`config.mk`:
```
export PLATFORM = sky130hd
export DESIGN_NAME = kmc_divider
export DESIGN_NICKNAME = d
export VERILOG_FILES = /design/src/rtl/kmc_divider.sv
export SDC_FILE = /design/constraint.sdc
export NUM_CORES = 1
export LEC_CHECK = 0
export ABC_AREA = 1
export BUFFER_PORTS_ARGS = -buffer_cell sky130_fd_sc_hd__buf_2
export CORE_MARGIN = 2
export CORE_UTILIZATION = 60
export DETAILED_ROUTE_END_ITERATION = 12
export PLACE_DENSITY = 0.93
export SYNTH_ARGS = -nofsm -noshare
export SYNTH_HDL_FRONTEND = slang
export SYNTH_SLANG_ARGS = --single-unit
```
`constraint.sdc`:
```
create_clock -name clk_i -period 6.5 [get_ports clk_i]
set_input_delay 0.975 -clock clk_i [delete_from_list [all_inputs] [get_ports clk_i]]
set_output_delay 0.975 -clock clk_i [all_outputs]
set_load 0.005 [all_outputs]
```
`src/rtl/kmc_divider.sv`:
```
// ----------------------------------------------------------------------------
// kmc_divider
// Radix-2 restoring divider: 40-bit dividend over an unsigned divisor.
// ----------------------------------------------------------------------------
module kmc_divider #(
  parameter int DW = 24
) (
  input  logic          clk_i,
  input  logic          rst_ni,
  input  logic          start_i,
  input  logic [39:0]   dividend_i,
  input  logic [DW-1:0] divisor_i,
  output logic          done_o,
  output logic [39:0]   quotient_o
);
  logic [39:0] quo_q, quo_d;
  logic [DW:0] rem_q, rem_d;
  logic [DW-1:0] div_q, div_d;
  logic [5:0] cnt_q, cnt_d;
  logic busy_q, busy_d, done_q, done_d;
  logic [DW:0] trial;

  always_comb begin
    quo_d = quo_q; rem_d = rem_q; div_d = div_q; cnt_d = cnt_q;
    busy_d = busy_q; done_d = 1'b0;
    trial = '0;
    if (start_i) begin
      quo_d = dividend_i; rem_d = '0; div_d = divisor_i;
      cnt_d = 6'd40; busy_d = 1'b1;
    end else if (busy_q) begin
      trial = {rem_q[DW-1:0], quo_q[39]};
      if (trial >= {1'b0, div_q}) begin
        rem_d = trial - {1'b0, div_q};
        quo_d = {quo_q[38:0], 1'b1};
      end else begin
        rem_d = trial;
        quo_d = {quo_q[38:0], 1'b0};
      end
      cnt_d = cnt_q - 6'd1;
      if (cnt_q == 6'd1) begin
        busy_d = 1'b0; done_d = 1'b1;
      end
    end
  end

  always_ff @(posedge clk_i or negedge rst_ni) begin
    if (!rst_ni) begin
      busy_q <= 1'b0; done_q <= 1'b0; cnt_q <= '0;
    end else begin
      busy_q <= busy_d; done_q <= done_d; cnt_q <= cnt_d;
    end
  end

  always_ff @(posedge clk_i) begin
    quo_q <= quo_d; rem_q <= rem_d; div_q <= div_d;
  end

  assign done_o = done_q;
  assign quotient_o = quo_q;
endmodule

```
== After elaboration in Yosys (flattened, before gate mapping) ==
Cells that the tools add are included.

* Bits in registers: 96
* Input port bits: 67

* Add/sub/neg operators: 2
* $lt $le $gt $ge: 1
* Eq/ne operators: 1
* Muxes and demuxes: 12
* Reduce and logical (&&, ||, !) cells: 1

{| class="wikitable"
|+ Operators with widths
! cell !! count
|-
| two-way mux 40 bit || 2
|-
| greater-or-equal comparator 25 x 24 -> 1 bit || 1
|-
| two-way mux 24 bit || 1
|-
| subtractor 24 bit || 1
|-
| two-way mux 6 bit || 2
|-
| two-way mux 1 bit || 7
|-
| == test 6 x 1 -> 1 bit (second input constant) || 1
|-
| subtractor 6 x 1 -> 6 bit (second input constant) || 1
|-
| nonzero test 2 bit || 1
|}

== Depth between registers and ports, before layout ==
* Depth after elaboration: 4
* Gate-level depth with buffers: 14
* Gate-level depth less buffers: 14

== Least setup slack after synthesis ==
OpenSTA, ideal clock, no wires.

* Path kind: input port to flip-flop
* From: input start_i
* To: register quo_q[0], in the netlist quotient_o[0], enable pin
* Setup time: 0.420 ns
* Data arrival time: 2.800 ns
* Data required time: 6.080 ns
* Setup slack: 3.280 ns
* Cell stages on the path: 4
* Path buffers: 2
* Cells stage by stage: clkbuf_1 -> nor2_1 -> inv_1 -> buf_1

* Word-level cells in the longest chain between the ends: 1

{| class="wikitable"
|+ Ends and longest elaborated chain
! what !! RTL line !! RTL
|-
| from (decl) || 10 || <nowiki>input logic start_i,</nowiki>
|-
| nonzero test 2 bit (no source line) || -- ||
|-
| to (signal assigned) || 55 || <nowiki>quo_q <= quo_d; rem_q <= rem_d; div_q <= div_d;</nowiki>
|-
| to (decl) || 16 || <nowiki>logic [39:0] quo_q, quo_d;</nowiki>
|}

No other way between the ends.
A chain may end at the register's enable or synchronous reset.

== Worst setup path after layout ==
* From: input start_i
* To: register cnt_q[1]

* Word-level cells in the longest chain between the ends: 1
* Elaborated cells on any way between the ends: 2
* Classes of those cells: mux (1); reduce/logical (1)

{| class="wikitable"
|+ Ends and longest elaborated chain
! what !! RTL line !! RTL
|-
| two-way mux 6 bit or nonzero test 2 bit (tied branches) || -- ||
|-
| to (signal assigned) || 50 || <nowiki>busy_q <= busy_d; done_q <= done_d; cnt_q <= cnt_d;</nowiki>
|-
| to (decl) || 19 || <nowiki>logic [5:0] cnt_q, cnt_d;</nowiki>
|}

Parallel ways exist; a longest one is shown, timed or not.

==> flow_metrics.tcl <==
set metrics [dict create \
    numPortBuffers 107 \
    power.static_leakage_nw 3.57 \
    highest_count_cells_in_the_layout_ignoring_fill_and_taps "sky130_fd_sc_hd__nand2_1, sky130_fd_sc_hd__inv_1, sky130_fd_sc_hd__buf_2, sky130_fd_sc_hd__edfxtp_1, sky130_fd_sc_hd__nand3_1" \
    cts_root_buffer "sky130_fd_sc_hd__clkbuf_8" \
    global_route.usage.total_pct 28.2 \
    fp-row-count 36 \
    tritoncts.num_buffers 9 \
    ys_seq_elements 96 \
    synth_seq_area_share_pct 44.5 \
    drtAntennaViolNets 0 \
    cells_traversed_along_the_worst_timing_path "buf_2 -> buf_4 -> nor2_1 -> inv_2 -> o22ai_1" \
    cts_setup_buffers 0 \
    synthDominantCellAreaShare_pct 32.9 \
    endpoint_kind "flip-flop" \
    grt_pass1_vias 5206 \
    power.ir.vdd_worst_mv 0.156 \
    detailedRoute.firstIterationViolations 417 \
    yosysWarningCount 0 \
    worst_path_max_delay_cell "sky130_fd_sc_hd__nor2_1" \
    layout.cells.most_common "sky130_fd_sc_hd__nand2_1" \
    stdcell_count 1025 \
    postSynthNetCount 882 \
    total_area_of_multi_input_combinational_cells_um2 2620 \
    slowest_delay_ns 0.82 \
    die_w_um 103 \
    timing.slew.headroom_pct 26.2 \
    worst_setup_path_start_kind "primary input" \
    post_drt_via_cell_ratio 5.26 \
    first_pass_iteration_count_of_the_detailed_router 5 \
    grt_antenna_before_repair 0 \
    overflow 0 \
    final.min_clock_period_ns 3.05 \
    boundaryPins 108 \
    cts_tree "yes" \
    timing.final.max_slew_violations 0 \
    fin_hold_ws_ns 0.419 \
    clock-skew-final_ns 0.0196 \
    ctsResizeCount 0 \
    highest_fanout_seen_on_the_critical_path 70 \
    worst-endpoint-arrival_ns 3.33 \
    unrepaired_setup_endpoints_after_global_routing "no" \
    layout-drive-gt1-share_pct 17.9 \
    initial_core_util_pct 61.0 \
    placed_cells 1009 \
    clk_latency_ns 0.38 \
    final.period_utilization_pct 47.0 \
    post_route_setup_tns_ns 0 \
    ys_types 36 \
    n_antenna_cell 0 \
    grt_first_pass_wirelength_mm 23.3 \
    power-per-cell-area_nw_per_um2 324 \
    cts.sink_count 96 \
    hpwl_mm 10.2 \
    cp_data_required_time_ns 6.78 \
    setup_viol 0 \
    floorplan.core_area_um2 9590 \
    postSynthCellCount 788 \
    timing_worst_setup_path_type "in -> reg" \
    status "completed" \
    worst_slew_pin_slew_ns 1.10 \
    cts_htree_levels 3 \
    die_height_um 103 \
    final-seq-area_um2 2600 \
    worst_hold_path_type "in -> async" \
    post-route-drc-count 0 \
    route.detailed.wl_per_inst_um 13.7 \
    largest_net_degree_at_the_start_of_global_routing 71 \
    clock_tree.buffer_depth 2 \
    place_congestion 0.933 \
    ff2ff_path_depth 12 \
    area_added_between_synthesis_and_finish_pct 13.9 \
    fillCellCount 768 \
    drt_wl_total_mm 14.0 \
    dieArea_um2 10600 \
    maxCapViolations 0 \
    syn_avg_cell_area_um2 7.42 \
    synth.area.top_cells "sky130_fd_sc_hd__edfxtp_1, sky130_fd_sc_hd__nand2_1, sky130_fd_sc_hd__dfxtp_1, sky130_fd_sc_hd__inv_1, sky130_fd_sc_hd__ha_1" \
    timing_hold_violations_final 0 \
    dr_total_vias 5391 \
    nets 981 \
    syn_area_um2 5850 \
    clk_pin_slew_ns 0.11 \
    cts-hold-fix-buffers 0 \
    max_clock_freq_mhz 327 \
    synth.largest_area_cell "sky130_fd_sc_hd__edfxtp_1" \
]
==> critical path, delay by kind of cell <==
kind | cells | cell delay [ns]
buffers and inverters | 3 | 1.09
AO/OA/AOI/OAI | 1 | 0.36
AND/OR/NAND/NOR | 1 | 0.82
==> sequential cells by signal, indices dropped and copies added, names as in the netlist <==
register / flops
done_o: 1
quotient_o: 40
div_q: 24
rem_q: 24
cnt_q: 6
busy_q: 1
==> area by class of cell <==
type                    instances  share of cell area [%]
clock inverters                 7                    1.13
multi-input cells             530                    39.2
flip-flops and latches         96                    39.1
clock buffers                   9                    1.86
well taps                     133                    2.50
inverters                     141                    7.94
repair buffers                109                    8.26
==> cell usage after synthesis (all sizes together) <==
master / n
xor2: 2
dfxtp: 24
a21oi: 18
nor3: 6
clkinv: 3
o22ai: 1
ha: 26
fa: 1
nand3: 58
buf: 9
nand2: 320
o21bai: 3
nor4: 1
a21o: 1
xnor2: 9
inv: 138
nor2: 37
or2: 1
edfxtp: 64
o21ai: 16
nand3b: 1
clkbuf: 12
nand4: 29
dfrtp: 8
==> layer usage <==
layer / track usage, % / vias to the layer above / wire length (µm)
met2: 48.6 / 221 / 6790
met4: 9.95 / 0 / 345
met1: 34.7 / 2452 / 5860
met5: 0 / - / 0
li1: - / 2678 / -
met3: 6.71 / 40 / 995
==> where the power goes <==
group / leakage [nW] / switching [mW] / internal [mW]
logic: 2.50 / 0.604 / 0.342
clock network: 0.102 / 0.244 / 0.152
registers: 0.968 / 0.0628 / 0.752
total: 3.57 / 0.910 / 1.25
==> worst paths after layout <==
kind                                                 to  slack, ns                   start
worst max register to register  quotient_o[0]$_DFFE_PP_       3.55     div_q[10]$_DFFE_PP_
max in group asynchronous          cnt_q[3]$_DFFE_PN0P_       5.90                  rst_ni
worst max-delay path               cnt_q[1]$_DFFE_PN0P_       3.45                 start_i
worst min register to register   rem_q[17]$_SDFFE_PP0P_       0.48  rem_q[17]$_SDFFE_PP0P_
worst min-delay path                   done_o$_DFF_PN0_       0.42                  rst_ni
min in group clk_i               rem_q[17]$_SDFFE_PP0P_       0.48  rem_q[17]$_SDFFE_PP0P_
==> per-stage QoR <==
stage	utilization (%)	total power [mW]	setup WS [ns]	instance area, µm²
after floorplan	-	1.53	3.28	5850
after global placement	67.4	1.72	3.05	6460
after detailed placement	67.4	1.75	3.02	6460
after CTS	69.4	2.14	3.41	6660
after global routing	69.4	2.32	3.16	6660
final	69.4	2.16	3.45	6660
==> cell families after synthesis <==
group | synth area share (%)
AND/OR/NAND/NOR | 33.4
buffers and inverters | 10.8
flip-flops | 44.5
AO/OA/AOI/OAI | 3.79
adder cells (fa/ha/maj) | 5.90
XOR/XNOR | 1.65
Power figures use the tool's default switching activity.
